File: src/hw/rtl/fr_pkg.sv
`timescale 1ns / 1ps
// ----------------------------------------------------------------------------
// fr_pkg: shared types for the fraction reducer
// Start and status groups passed between the sequencer and its arithmetic
// units.
// ----------------------------------------------------------------------------
package fr_pkg;

    // Command into an iterative unit
    typedef struct packed {
        logic start;
    } unit_ctl_t;

    // Status out of an iterative unit
    typedef struct packed {
        logic busy;
        logic done;
    } unit_sts_t;

endpackage

File: src/hw/rtl/fraction_reducer.sv
`timescale 1ns / 1ps
// ----------------------------------------------------------------------------
// fraction_reducer: reduce a signed fraction by its common divisor
//
//   channel  | dir | tdata fields (low bit up)        | tuser / tlast
//   s_axis   | in  | num_in, den_in, zero pad to byte | none
//   m_axis   | out | num_out, den_out, zero pad       | none
//
// One fraction at a time. The binary gcd does one shift or one subtract per
// cycle. The shared restoring divider then divides the numerator and then
// the denominator by the gcd. When neither value is a positive number of at
// least 2 the pair passes straight to the output register.
// s_axis_tready is high only while the sequencer is idle; a finished
// result waits in the output register while the next fraction is taken.
// Reset clears the sequencer and the output valid; no clearing pass.
// ----------------------------------------------------------------------------
module fraction_reducer #(
    parameter  int DATA_WIDTH  = 32,
    localparam int TDATA_WIDTH = ((2 * DATA_WIDTH + 7) / 8) * 8
) (
    input  logic                   clk,
    input  logic                   rst_n,
    input  logic                   s_axis_tvalid,
    output logic                   s_axis_tready,
    input  logic [TDATA_WIDTH-1:0] s_axis_tdata,   // num_in, den_in
    output logic                   m_axis_tvalid,
    input  logic                   m_axis_tready,
    output logic [TDATA_WIDTH-1:0] m_axis_tdata    // num_out, den_out
);

    localparam logic [2:0] ST_IDLE = 3'd0;
    localparam logic [2:0] ST_GCD  = 3'd1;
    localparam logic [2:0] ST_DIVN = 3'd2;
    localparam logic [2:0] ST_DIVD = 3'd3;
    localparam logic [2:0] ST_OUT  = 3'd4;

    logic [2:0]            state_reg, state_next;
    logic [DATA_WIDTH-1:0] num_reg, num_next;
    logic [DATA_WIDTH-1:0] den_reg, den_next;
    logic [DATA_WIDTH-1:0] g_reg, g_next;
    logic [DATA_WIDTH-1:0] res_num_reg, res_num_next;
    logic [DATA_WIDTH-1:0] res_den_reg, res_den_next;
    logic [DATA_WIDTH-1:0] out_num_reg, out_num_next;
    logic [DATA_WIDTH-1:0] out_den_reg, out_den_next;
    logic                  out_valid_reg, out_valid_next;

    logic [DATA_WIDTH-1:0] in_num;
    logic [DATA_WIDTH-1:0] in_den;
    logic [DATA_WIDTH-1:0] in_num_mag;
    logic [DATA_WIDTH-1:0] in_den_mag;
    logic [DATA_WIDTH-1:0] num_mag;
    logic [DATA_WIDTH-1:0] den_mag;
    logic                  in_big;
    logic                  in_fire;
    logic                  out_load;

    fr_pkg::unit_ctl_t     gcd_ctl;
    fr_pkg::unit_sts_t     gcd_sts;
    logic [DATA_WIDTH-1:0] gcd_val;
    fr_pkg::unit_ctl_t     div_ctl;
    fr_pkg::unit_sts_t     div_sts;
    logic [DATA_WIDTH-1:0] div_dividend;
    logic [DATA_WIDTH-1:0] div_divisor;
    logic [DATA_WIDTH-1:0] div_quo;

    // Unpack the input beat and take magnitudes
    assign in_num     = s_axis_tdata[DATA_WIDTH-1:0];
    assign in_den     = s_axis_tdata[2*DATA_WIDTH-1:DATA_WIDTH];
    assign in_num_mag = in_num[DATA_WIDTH-1] ? (~in_num + 1'b1) : in_num;
    assign in_den_mag = in_den[DATA_WIDTH-1] ? (~in_den + 1'b1) : in_den;
    assign num_mag    = num_reg[DATA_WIDTH-1] ? (~num_reg + 1'b1) : num_reg;
    assign den_mag    = den_reg[DATA_WIDTH-1] ? (~den_reg + 1'b1) : den_reg;

    // Reduce only when one value is positive and at least 2
    assign in_big = (!in_num[DATA_WIDTH-1] && (|in_num[DATA_WIDTH-2:1])) ||
                    (!in_den[DATA_WIDTH-1] && (|in_den[DATA_WIDTH-2:1]));

    assign s_axis_tready = (state_reg == ST_IDLE);
    assign in_fire       = s_axis_tvalid && s_axis_tready;
    assign out_load      = (state_reg == ST_OUT) && (!out_valid_reg || m_axis_tready);

    // Unit starts
    assign gcd_ctl.start = in_fire && in_big;
    assign div_ctl.start = ((state_reg == ST_GCD) && gcd_sts.done) ||
                           ((state_reg == ST_DIVN) && div_sts.done);
    assign div_dividend  = (state_reg == ST_GCD) ? num_mag : den_mag;
    assign div_divisor   = (state_reg == ST_GCD) ? gcd_val : g_reg;

    fr_gcd #(
        .DATA_WIDTH (DATA_WIDTH)
    ) u_gcd (
        .clk   (clk),
        .rst_n (rst_n),
        .ctl   (gcd_ctl),
        .a_in  (in_num_mag),
        .b_in  (in_den_mag),
        .sts   (gcd_sts),
        .gcd   (gcd_val)
    );

    fr_div #(
        .DATA_WIDTH (DATA_WIDTH)
    ) u_div (
        .clk      (clk),
        .rst_n    (rst_n),
        .ctl      (div_ctl),
        .dividend (div_dividend),
        .divisor  (div_divisor),
        .sts      (div_sts),
        .quotient (div_quo)
    );

    // Sequencer
    always_comb
    begin
        state_next     = state_reg;
        num_next       = num_reg;
        den_next       = den_reg;
        g_next         = g_reg;
        res_num_next   = res_num_reg;
        res_den_next   = res_den_reg;
        out_num_next   = out_num_reg;
        out_den_next   = out_den_reg;
        out_valid_next = out_valid_reg;

        // Drop the output beat once taken
        if (out_valid_reg && m_axis_tready)
        begin
            out_valid_next = 1'b0;
        end

        unique case (state_reg)
            ST_IDLE:
            begin
                if (in_fire)
                begin
                    num_next     = in_num;
                    den_next     = in_den;
                    res_num_next = in_num;
                    res_den_next = in_den;
                    state_next   = in_big ? ST_GCD : ST_OUT;
                end
            end
            ST_GCD:
            begin
                if (gcd_sts.done)
                begin
                    g_next     = gcd_val;
                    state_next = ST_DIVN;
                end
            end
            ST_DIVN:
            begin
                if (div_sts.done)
                begin
                    res_num_next = num_reg[DATA_WIDTH-1] ? (~div_quo + 1'b1) : div_quo;
                    state_next   = ST_DIVD;
                end
            end
            ST_DIVD:
            begin
                if (div_sts.done)
                begin
                    res_den_next = den_reg[DATA_WIDTH-1] ? (~div_quo + 1'b1) : div_quo;
                    state_next   = ST_OUT;
                end
            end
            ST_OUT:
            begin
                if (out_load)
                begin
                    out_num_next   = res_num_reg;
                    out_den_next   = res_den_reg;
                    out_valid_next = 1'b1;
                    state_next     = ST_IDLE;
                end
            end
            default:
            begin
                state_next = ST_IDLE;
            end
        endcase
    end

    // Control state
    always_ff @(posedge clk or negedge rst_n)
    begin
        if (!rst_n)
        begin
            state_reg     <= ST_IDLE;
            out_valid_reg <= 1'b0;
        end
        else
        begin
            state_reg     <= state_next;
            out_valid_reg <= out_valid_next;
        end
    end

    // Payload
    always_ff @(posedge clk)
    begin
        num_reg     <= num_next;
        den_reg     <= den_next;
        g_reg       <= g_next;
        res_num_reg <= res_num_next;
        res_den_reg <= res_den_next;
        out_num_reg <= out_num_next;
        out_den_reg <= out_den_next;
    end

    assign m_axis_tvalid = out_valid_reg;
    assign m_axis_tdata  = TDATA_WIDTH'({out_den_reg, out_num_reg});

endmodule

File: src/hw/rtl/fr_gcd.sv
`timescale 1ns / 1ps
// ----------------------------------------------------------------------------
// fr_gcd: iterative binary greatest common divisor
// One shift or one compare-and-subtract per cycle over two unsigned
// magnitudes; common factors of two are counted and restored at the end.
// gcd(0, x) = x.
// ----------------------------------------------------------------------------
module fr_gcd #(
    parameter int DATA_WIDTH = 32
) (
    input  logic                    clk,
    input  logic                    rst_n,
    input  fr_pkg::unit_ctl_t       ctl,
    input  logic [DATA_WIDTH-1:0]   a_in,
    input  logic [DATA_WIDTH-1:0]   b_in,
    output fr_pkg::unit_sts_t       sts,
    output logic [DATA_WIDTH-1:0]   gcd
);

    localparam int CNT_W = $clog2(DATA_WIDTH);

    logic [DATA_WIDTH-1:0] a_reg, a_next;
    logic [DATA_WIDTH-1:0] b_reg, b_next;
    logic [CNT_W-1:0]      k_reg, k_next;
    logic [DATA_WIDTH-1:0] g_reg, g_next;
    logic                  busy_reg, busy_next;
    logic                  done_reg, done_next;

    logic                  a_ge_b;
    logic [DATA_WIDTH-1:0] big_op;
    logic [DATA_WIDTH-1:0] small_op;
    logic [DATA_WIDTH-1:0] diff;

    // Shared compare and subtract
    assign a_ge_b   = (a_reg >= b_reg);
    assign big_op   = a_ge_b ? a_reg : b_reg;
    assign small_op = a_ge_b ? b_reg : a_reg;
    assign diff     = big_op - small_op;

    // One reduction step per cycle
    always_comb
    begin
        a_next    = a_reg;
        b_next    = b_reg;
        k_next    = k_reg;
        g_next    = g_reg;
        busy_next = busy_reg;
        done_next = 1'b0;
        if (ctl.start)
        begin
            a_next    = a_in;
            b_next    = b_in;
            k_next    = '0;
            busy_next = 1'b1;
        end
        else if (busy_reg)
        begin
            priority if (a_reg == '0)
            begin
                g_next    = b_reg << k_reg;
                busy_next = 1'b0;
                done_next = 1'b1;
            end
            else if (b_reg == '0)
            begin
                g_next    = a_reg << k_reg;
                busy_next = 1'b0;
                done_next = 1'b1;
            end
            else if (!a_reg[0] && !b_reg[0])
            begin
                a_next = a_reg >> 1;
                b_next = b_reg >> 1;
                k_next = k_reg + CNT_W'(1);
            end
            else if (!a_reg[0])
            begin
                a_next = a_reg >> 1;
            end
            else if (!b_reg[0])
            begin
                b_next = b_reg >> 1;
            end
            else if (a_ge_b)
            begin
                a_next = diff;
            end
            else
            begin
                b_next = diff;
            end
        end
    end

    // Control state
    always_ff @(posedge clk or negedge rst_n)
    begin
        if (!rst_n)
        begin
            busy_reg <= 1'b0;
            done_reg <= 1'b0;
        end
        else
        begin
            busy_reg <= busy_next;
            done_reg <= done_next;
        end
    end

    // Operands and result
    always_ff @(posedge clk)
    begin
        a_reg <= a_next;
        b_reg <= b_next;
        k_reg <= k_next;
        g_reg <= g_next;
    end

    assign sts.busy = busy_reg;
    assign sts.done = done_reg;
    assign gcd      = g_reg;

endmodule

File: src/hw/rtl/fr_div.sv
`timescale 1ns / 1ps
// ----------------------------------------------------------------------------
// fr_div: restoring unsigned divider
// One quotient bit per cycle.
// ----------------------------------------------------------------------------
module fr_div #(
    parameter int DATA_WIDTH = 32
) (
    input  logic                    clk,
    input  logic                    rst_n,
    input  fr_pkg::unit_ctl_t       ctl,
    input  logic [DATA_WIDTH-1:0]   dividend,
    input  logic [DATA_WIDTH-1:0]   divisor,
    output fr_pkg::unit_sts_t       sts,
    output logic [DATA_WIDTH-1:0]   quotient
);

    localparam int CNT_W = $clog2(DATA_WIDTH);

    logic [DATA_WIDTH-1:0] quo_reg, quo_next;
    logic [DATA_WIDTH-1:0] rem_reg, rem_next;
    logic [DATA_WIDTH-1:0] dvs_reg, dvs_next;
    logic [CNT_W-1:0]      cnt_reg, cnt_next;
    logic                  busy_reg, busy_next;
    logic                  done_reg, done_next;

    logic [DATA_WIDTH:0]   rem_sh;
    logic [DATA_WIDTH:0]   trial;
    logic                  fits;

    // Shared trial subtract
    assign rem_sh = {rem_reg, quo_reg[DATA_WIDTH-1]};
    assign trial  = rem_sh - {1'b0, dvs_reg};
    assign fits   = (rem_sh >= {1'b0, dvs_reg});

    // One quotient bit per cycle
    always_comb
    begin
        quo_next  = quo_reg;
        rem_next  = rem_reg;
        dvs_next  = dvs_reg;
        cnt_next  = cnt_reg;
        busy_next = busy_reg;
        done_next = 1'b0;
        if (ctl.start)
        begin
            quo_next  = dividend;
            rem_next  = '0;
            dvs_next  = divisor;
            cnt_next  = CNT_W'(DATA_WIDTH - 1);
            busy_next = 1'b1;
        end
        else if (busy_reg)
        begin
            quo_next = {quo_reg[DATA_WIDTH-2:0], fits};
            rem_next = fits ? trial[DATA_WIDTH-1:0] : rem_sh[DATA_WIDTH-1:0];
            cnt_next = cnt_reg - CNT_W'(1);
            if (cnt_reg == '0)
            begin
                busy_next = 1'b0;
                done_next = 1'b1;
            end
        end
    end

    // Control state
    always_ff @(posedge clk or negedge rst_n)
    begin
        if (!rst_n)
        begin
            busy_reg <= 1'b0;
            done_reg <= 1'b0;
        end
        else
        begin
            busy_reg <= busy_next;
            done_reg <= done_next;
        end
    end

    // Datapath
    always_ff @(posedge clk)
    begin
        quo_reg <= quo_next;
        rem_reg <= rem_next;
        dvs_reg <= dvs_next;
        cnt_reg <= cnt_next;
    end

    assign sts.busy = busy_reg;
    assign sts.done = done_reg;
    assign quotient = quo_reg;

endmodule
File: config.mk
export PLATFORM = sky130hd
export DESIGN_NAME = fraction_reducer
export DESIGN_NICKNAME = d
export VERILOG_FILES = /design/src/hw/rtl/fr_pkg.sv /design/src/hw/rtl/fraction_reducer.sv /design/src/hw/rtl/fr_gcd.sv /design/src/hw/rtl/fr_div.sv
export SDC_FILE = /design/constraint.sdc
export NUM_CORES = 1
export LEC_CHECK = 0
export BUFFER_PORTS_ARGS = -buffer_cell sky130_fd_sc_hd__buf_2
export CORE_MARGIN = 10
export CORE_UTILIZATION = 55
export DETAILED_ROUTE_END_ITERATION = 16
export PLACE_DENSITY = 0.73
export SLEW_MARGIN = 10
export SYNTH_ARGS = -nofsm -noshare
export SYNTH_HDL_FRONTEND = slang
export SYNTH_SLANG_ARGS = --single-unit
File: constraint.sdc
create_clock -name clk -period 13.3 [get_ports clk]
set_clock_uncertainty 0.15 [all_clocks]
set_input_delay 2.66 -clock clk [delete_from_list [all_inputs] [get_ports clk]]
set_output_delay 2.66 -clock clk [all_outputs]
set_load 0.005 [all_outputs]
-- Yosys cells after proc, flatten, opt, wreduce, memory -nomap -nowiden
Cells that the tools add are included.
- word-level logic and storage cells: 160
- input port bits: 68
- register bits: 434
- output and inout bits: 66
- $add $sub $neg: 9
- reductions and logical operators: 41
- multiplexer cells: 61
- shifts and indexed selects: 2
- bitwise gates (word level): 8
- $lt $le $gt $ge: 2
- equal/unequal tests: 14
- operators by type and width (operator ; number):
    32-bit 2-to-1 mux ; 35
    32-bit by 1-bit adder with 32-bit output (second input constant) ; 5
    32-bit NOT ; 5
    32-bit case mux with 2 select lines ; 2
    32-bit zero test ; 2
    32-bit by 5-bit left shift with 32-bit output ; 2
    32-bit subtractor ; 2
    30-bit OR reduction ; 2
    33-bit by 32-bit greater-or-equal comparator with 1-bit output ; 1
    32-bit greater-or-equal comparator ; 1
    3-bit 2-to-1 mux ; 6
    1-bit 2-to-1 mux ; 17
    3-bit case mux with 5 select lines ; 1
    5-bit AND reduction ; 3
    4-bit inequality test (second input constant) ; 3
    3-bit AND reduction ; 4
    2-bit nonzero test ; 5
    1-bit logical AND ; 9
    2-bit by 1-bit inequality test with 1-bit output (second input constant) ; 4
    4-bit AND reduction ; 2
    3-bit by 2-bit == test with 1-bit output (second input constant) ; 2
    2-bit inequality test (second input constant) ; 3
    2-bit AND reduction ; 3
    5-bit by 1-bit adder with 5-bit output (second input constant) ; 1
    other kinds (9) ; 17

-- Logic depth before layout (Yosys ltp)
- depth after elaboration: 11
- depth in mapped cells: 25
- mapped depth without buffers: 22

-- By module
Synthesis repeated with hierarchy kept, for this count alone.
- cells, all modules: 2734
- area total of the unflattened synthesis: 27298.7 µm²
- modules (own cells, without submodules) (module ; seq. area each (µm²) ; area each (µm²) ; cells an instance ; times used):
    fraction_reducer ; 6826.5 ; 12266.8 ; 1055 ; 1
    fr_gcd ; 3032.9 ; 9160.0 ; 1100 ; 1
    fr_div ; 2712.6 ; 5871.9 ; 579 ; 1

-- Least setup slack after synthesis
No wires, ideal clock.
- path type: in2reg
- start: input s_axis_tvalid
- end: register u_gcd.a_reg[10] (enable)
- data required time: 12688 ps
- stages on the path: 6
- setup time: 462 ps
- buffers on the path: 2
- arrival: 7066 ps
- setup slack: 5622 ps
- cell sequence: nand2_1 nor2_1 nand2b_1 clkbuf_1 clkbuf_1 o21ai_0
- word-level cells in the longest chain between the ends: 4
- elaborated cells between the ends (all ways): 8
- those cells by class: eq/ne (4); reduce/logical (4)
- ends and longest elaborated chain (what ; RTL line ; RTL):
    start, declared ; fraction_reducer.sv:23 ; input logic s_axis_tvalid,
    1-bit logical AND (*) ; fraction_reducer.sv:79 ; assign in_fire = s_axis_tvalid && s_axis_tready;
    1-bit logical AND (*) ; fraction_reducer.sv:83 ; assign gcd_ctl.start = in_fire && in_big;
    4-bit inequality test (no source line), or another cell as far along ; - ;
    5-bit AND reduction (no source line) (*) ; - ;
    end signal, assigned ; fr_gcd.sv:113 ; a_reg <= a_next;
    end, declared ; fr_gcd.sv:22 ; logic [DATA_WIDTH-1:0] a_reg, a_next;
Every way passes the cells marked *; elsewhere a longest branch is shown, timed or not.
A chain may end at the register's enable or synchronous reset.

-- Worst setup path after layout
- start: register u_gcd.b_reg[10]
- end: register u_gcd.a_reg[22], data pin
- word-level cells in the longest chain between the ends: 11
- elaborated cells between the ends (all ways): 12
- those cells by class: add/sub (1); order compare (1); mux (10)
- ends and longest elaborated chain (what ; RTL line ; RTL):
    start, declared ; fr_gcd.sv:23 ; logic [DATA_WIDTH-1:0] b_reg, b_next;
    start signal, assigned ; fr_gcd.sv:114 ; b_reg <= b_next;
    32-bit greater-or-equal comparator ; fr_gcd.sv:35 ; assign a_ge_b = (a_reg >= b_reg);
    32-bit 2-to-1 mux (on tied branches) ; fr_gcd.sv:36, fr_gcd.sv:37 ;
    32-bit subtractor (*) ; fr_gcd.sv:38 ; assign diff = big_op - small_op;
    32-bit 2-to-1 mux (*) ; fr_gcd.sv:84 ; else if (a_ge_b)
    32-bit 2-to-1 mux (*) ; fr_gcd.sv:80 ; else if (!b_reg[0])
    32-bit 2-to-1 mux (*) ; fr_gcd.sv:76 ; else if (!a_reg[0])
    32-bit 2-to-1 mux (*) ; fr_gcd.sv:70 ; else if (!a_reg[0] && !b_reg[0])
    32-bit 2-to-1 mux (*) ; fr_gcd.sv:64 ; else if (b_reg == '0)
    32-bit 2-to-1 mux (*) ; fr_gcd.sv:58 ; priority if (a_reg == '0)
    32-bit 2-to-1 mux (*) ; fr_gcd.sv:56 ; else if (busy_reg)
    32-bit 2-to-1 mux (*) ; fr_gcd.sv:49 ; if (ctl.start)
    via u_gcd.a_next[22] ; fr_gcd.sv:22 ;
Mark *: on every way through the listed nets, which the timed path passes. The rest lies on a longest branch. The select of a mux whose other input is x is not followed.

==> results <==
- Counting every instance in the synthesized netlist gives 2733.
- The setup fix buffers added after clock tree synthesis is 0.
- The CTS root buffer is sky130_fd_sc_hd__clkbuf_16.
- In the layout the commonest cells are 384 x sky130_fd_sc_hd__edfxtp_1, 305 x sky130_fd_sc_hd__nand2_1, 253 x sky130_fd_sc_hd__o21ai_0.
- The buffer depth of the longest clock path is 3.
- The number of gates resized after CTS was 0.
- The tightest min-delay check is of the reg2reg type.
- Counting distinct cell types in the post-synthesis netlist gives 76.
- The area of the die is 0.0574 mm².
- In the final layout, the share of cells above drive strength 1 is 0.121.
- The final max-slew violation count came to 0.
- The TritonCTS clock tree is built.
- The worst register-to-register path begins at u_gcd.b_reg[10].
- The iteration count of the initial detailed-routing pass is 6.
- The cell area power density is 101 mW/mm².
- The share of the Yosys chip area taken by registers is 0.474.
- The final setup TNS is 0 ns.
- The floorplan die width is 240 µm.
- The count of final hold-check violations is 0.
- Once detail routing completed, the nets flagged for antenna violations numbered 0.
- Summing internal, switching and leakage power gives 2.98 mW.
- The die is 240 µm tall.
- The number of maximum-capacitance violations is 0.
- The number of setup violations in the final report is 0.
- The total clock buffers created by CTS is 47.
- The global-route wire length before repair is 124 mm.
- The peak supply drop is 0.0797 mV.
- The setup check on the worst reg-to-reg path leaves a slack of 6.33 ns.
- In this run, the number of DRC markers left after iteration 0 of detailed routing was 2658.
- The clock tree synthesis step divided the H-tree into 2 levels.
- The number of antenna violations at the first check in global routing is 4.
- After detailed routing, the total wire length is 81.9 mm.
- 134 I/O pins were placed.
- The most used flip-flop cell after synthesis is sky130_fd_sc_hd__edfxtp_1.
- The cell row count is 80.
- The worst-case reg-to-reg path depth is 21.
- The global-route congestion overflow total is 0.
- Dividing the synthesized area by the synthesized cell count gives 9.71 µm².
- The flow ran to the end, and the final reports show no timing, DRC or antenna violations.
- Dividing the final minimum period by the clock period gives 0.524.
- The worst hold path begins at res_den_reg[14].
- After detailed routing, the number of vias per cell comes to 6.40.
- Counting flops and latches in the post-synthesis netlist gives 434.
- The relative slew slack is 0.221.
- Port buffering added 133 buffers.
- The data arrival time at the worst-slack endpoint is 7.12 ns.
- The worst-path maximum fanout is 24.
- The worst path meets setup with 6.33 ns of slack.
- The global-route usage over all layers is 0.279.
- CTS saw 434 sinks.
- The post-synth design cell area is 0.0265 mm².
- The library cell used most frequently in the layout, excluding fill and tap cells, is sky130_fd_sc_hd__edfxtp_1.
- The instance area after placement is 0.0277 mm².
- Yosys printed 0 warnings.
- The number of global-route vias before repair was 20800.
- At the placement stage, the worst setup path has a slack of 6.61 ns.
- The finished cells cover 0.0294 mm².
- Setup repair after global routing left no endpoint under its margin.
- The startpoint type of the worst setup path is a flop.
- For this design, the CTS-stage hold fixing added 0 buffers.
- The layout has 3834 filler cells.
- The average detailed-routed wire length per instance is 23.8 µm.
- At the pin with the least slew margin, the transition time is 1.15 ns.
- In the routed design, unresolved DRC markers number 0.
- The clock period could shrink to 6.97 ns.
- The worst setup path is captured at a flop.
- Once detailed placement completed, the half-perimeter wirelength came to 60.4 mm.
- The worst reg2reg path endpoint is u_gcd.a_reg[22].
- The pin count of the biggest net entering global routing is 97.
- The weighted congestion reported at the end of routability-driven placement is 0.948.
- The leakage power figure is 11.0 nW.
- The standard cell core area is 0.0477 mm².
- STA puts the critical path data required time at 13.45 ns.
- When the netlist entered floorplanning its net count stood at 2876.
- The count of cells along the worst hold path is 0.
- The share of synthesized registers carrying an async set or reset is 0.0184.
- The clock latency at the later pin of the worst-skew pair is 0.59 ns.
- The vias after detailed routing is 22000.
- The number of nets at the end of the flow is 2931.
- The worst hold path endpoint is out_den_reg[14].
- The clock-pin slew reported for the worst setup and hold paths after clock tree synthesis is 0.06 ns.
- The initial core utilization is 0.556.
- The startpoint-to-endpoint class of the critical path is reg2reg.
- The area growth from synthesis to layout is 10.8%.
- For this run, the top clock speed supported by timing is 0.144 GHz.
- The number of enable-type register cells in the synthesized netlist is 384.
## synth_stat cells (all sizes together) (17+ instances only)
cell | n | area share
or3 | 47 | 0.013
nor3 | 47 | 0.0091
and2 | 21 | 0.0049
buf | 19 | 0.0030
nand4 | 26 | 0.0061
nor2b | 21 | 0.0049
o22ai | 27 | 0.0064
dfxtp | 42 | 0.032
nor2 | 183 | 0.026
a21oi | 238 | 0.045
a221oi | 44 | 0.015
nor4 | 41 | 0.0097
a211oi | 17 | 0.0048
inv | 108 | 0.015
nand2b | 17 | 0.0043
edfxtp | 384 | 0.43
nand2 | 305 | 0.043
clkbuf | 142 | 0.020
a21o | 25 | 0.0071
or4 | 17 | 0.0048
mux2i | 70 | 0.026
a31oi | 24 | 0.0057
xnor2 | 85 | 0.028
nand3 | 41 | 0.0079
o31ai | 49 | 0.014
ha | 74 | 0.035
xor2 | 146 | 0.048
o21ai | 256 | 0.048
mux2 | 54 | 0.023
## worst max-delay path by stage
stage                           from         endpoint  slack [ns]
floorplan              s_axis_tvalid  u_gcd.a_reg[10]        5.62
global placement     u_gcd.b_reg[14]  u_gcd.a_reg[22]        6.58
detailed placement  s_axis_tdata[27]  u_gcd.b_reg[29]        6.61
CTS                  u_gcd.b_reg[10]  u_gcd.a_reg[22]        6.62
global route         u_gcd.b_reg[18]  u_gcd.a_reg[22]        6.13
finish               u_gcd.b_reg[10]  u_gcd.a_reg[22]        6.33
## per-stage QoR
step                       util  hold slack [ns]  cells
final                     0.616            0.263   3445
after global routing      0.616            0.264   3445
after CTS                 0.616            0.263   3442
after detailed placement  0.580            0.255   3354
after global placement    0.580            0.252   3354
after floorplan               -            0.250   2733
## logic make-up after synthesis
group | after synthesis | share of synthesized area
simple gates | 819 | 0.148
flops | 434 | 0.474
mux | 127 | 0.0519
compound gates | 777 | 0.176
fa+ha+maj | 75 | 0.0356
xor+xnor | 231 | 0.0762
buf+inv | 270 | 0.0385
## layer usage
metal,track usage,vias to the layer above,wire length [µm]
met2,0.420,1038,35900
met5,0,-,13
met4,0.109,2,3190
li1,-,10200,-
met3,0.0457,174,7270
met1,0.396,10600,35600
## power breakdown
| group | leakage, nW | switching [mW] | internal, mW | total [mW] |
|---|---|---|---|---|
| combinational | 6.24 | 0.0597 | 0.0244 | 0.0842 |
| sequential | 3.97 | 0.00000000000000000964 | 1.47 | 1.47 |
| clock | 0.805 | 0.562 | 0.870 | 1.43 |
## area by class of cell
| type | count | area [µm²] | area share |
|---|---|---|---|
| Antenna cell | 3 | 7.51 | 0.000255 |
| Clock buffer | 56 | 1250 | 0.0426 |
| Clock inverter | 32 | 434 | 0.0148 |
| Inverter | 109 | 409 | 0.0139 |
| Multi-Input combinational cell | 2029 | 13000 | 0.443 |
| Sequential cell | 434 | 12600 | 0.428 |
| Tap cell | 615 | 769 | 0.0262 |
| Timing Repair Buffer | 167 | 921 | 0.0313 |
## critical path, stage by stage, from the launching register on
cell                       delay, ns
sky130_fd_sc_hd__edfxtp_1       0.55
sky130_fd_sc_hd__inv_1          0.16
sky130_fd_sc_hd__ha_1           0.44
sky130_fd_sc_hd__nand2_1        0.20
sky130_fd_sc_hd__o21ai_0        0.13
sky130_fd_sc_hd__a221oi_1       0.67
sky130_fd_sc_hd__or3_1          0.36
sky130_fd_sc_hd__nand3_2        0.49
sky130_fd_sc_hd__nand2_1        0.21
sky130_fd_sc_hd__buf_4          0.38
sky130_fd_sc_hd__a21oi_1        0.13
sky130_fd_sc_hd__ha_1           0.22
sky130_fd_sc_hd__a21oi_1        0.15
sky130_fd_sc_hd__o31ai_1        0.10
sky130_fd_sc_hd__o31ai_1        0.35
sky130_fd_sc_hd__a311oi_1       0.16
sky130_fd_sc_hd__nor4_1         0.52
sky130_fd_sc_hd__o21ai_0        0.32
sky130_fd_sc_hd__a31oi_1        0.39
sky130_fd_sc_hd__o21ai_0        0.21
sky130_fd_sc_hd__xnor2_1        0.25
sky130_fd_sc_hd__o221ai_1       0.14
No activity file was read; power rests on OpenSTA's default activity.
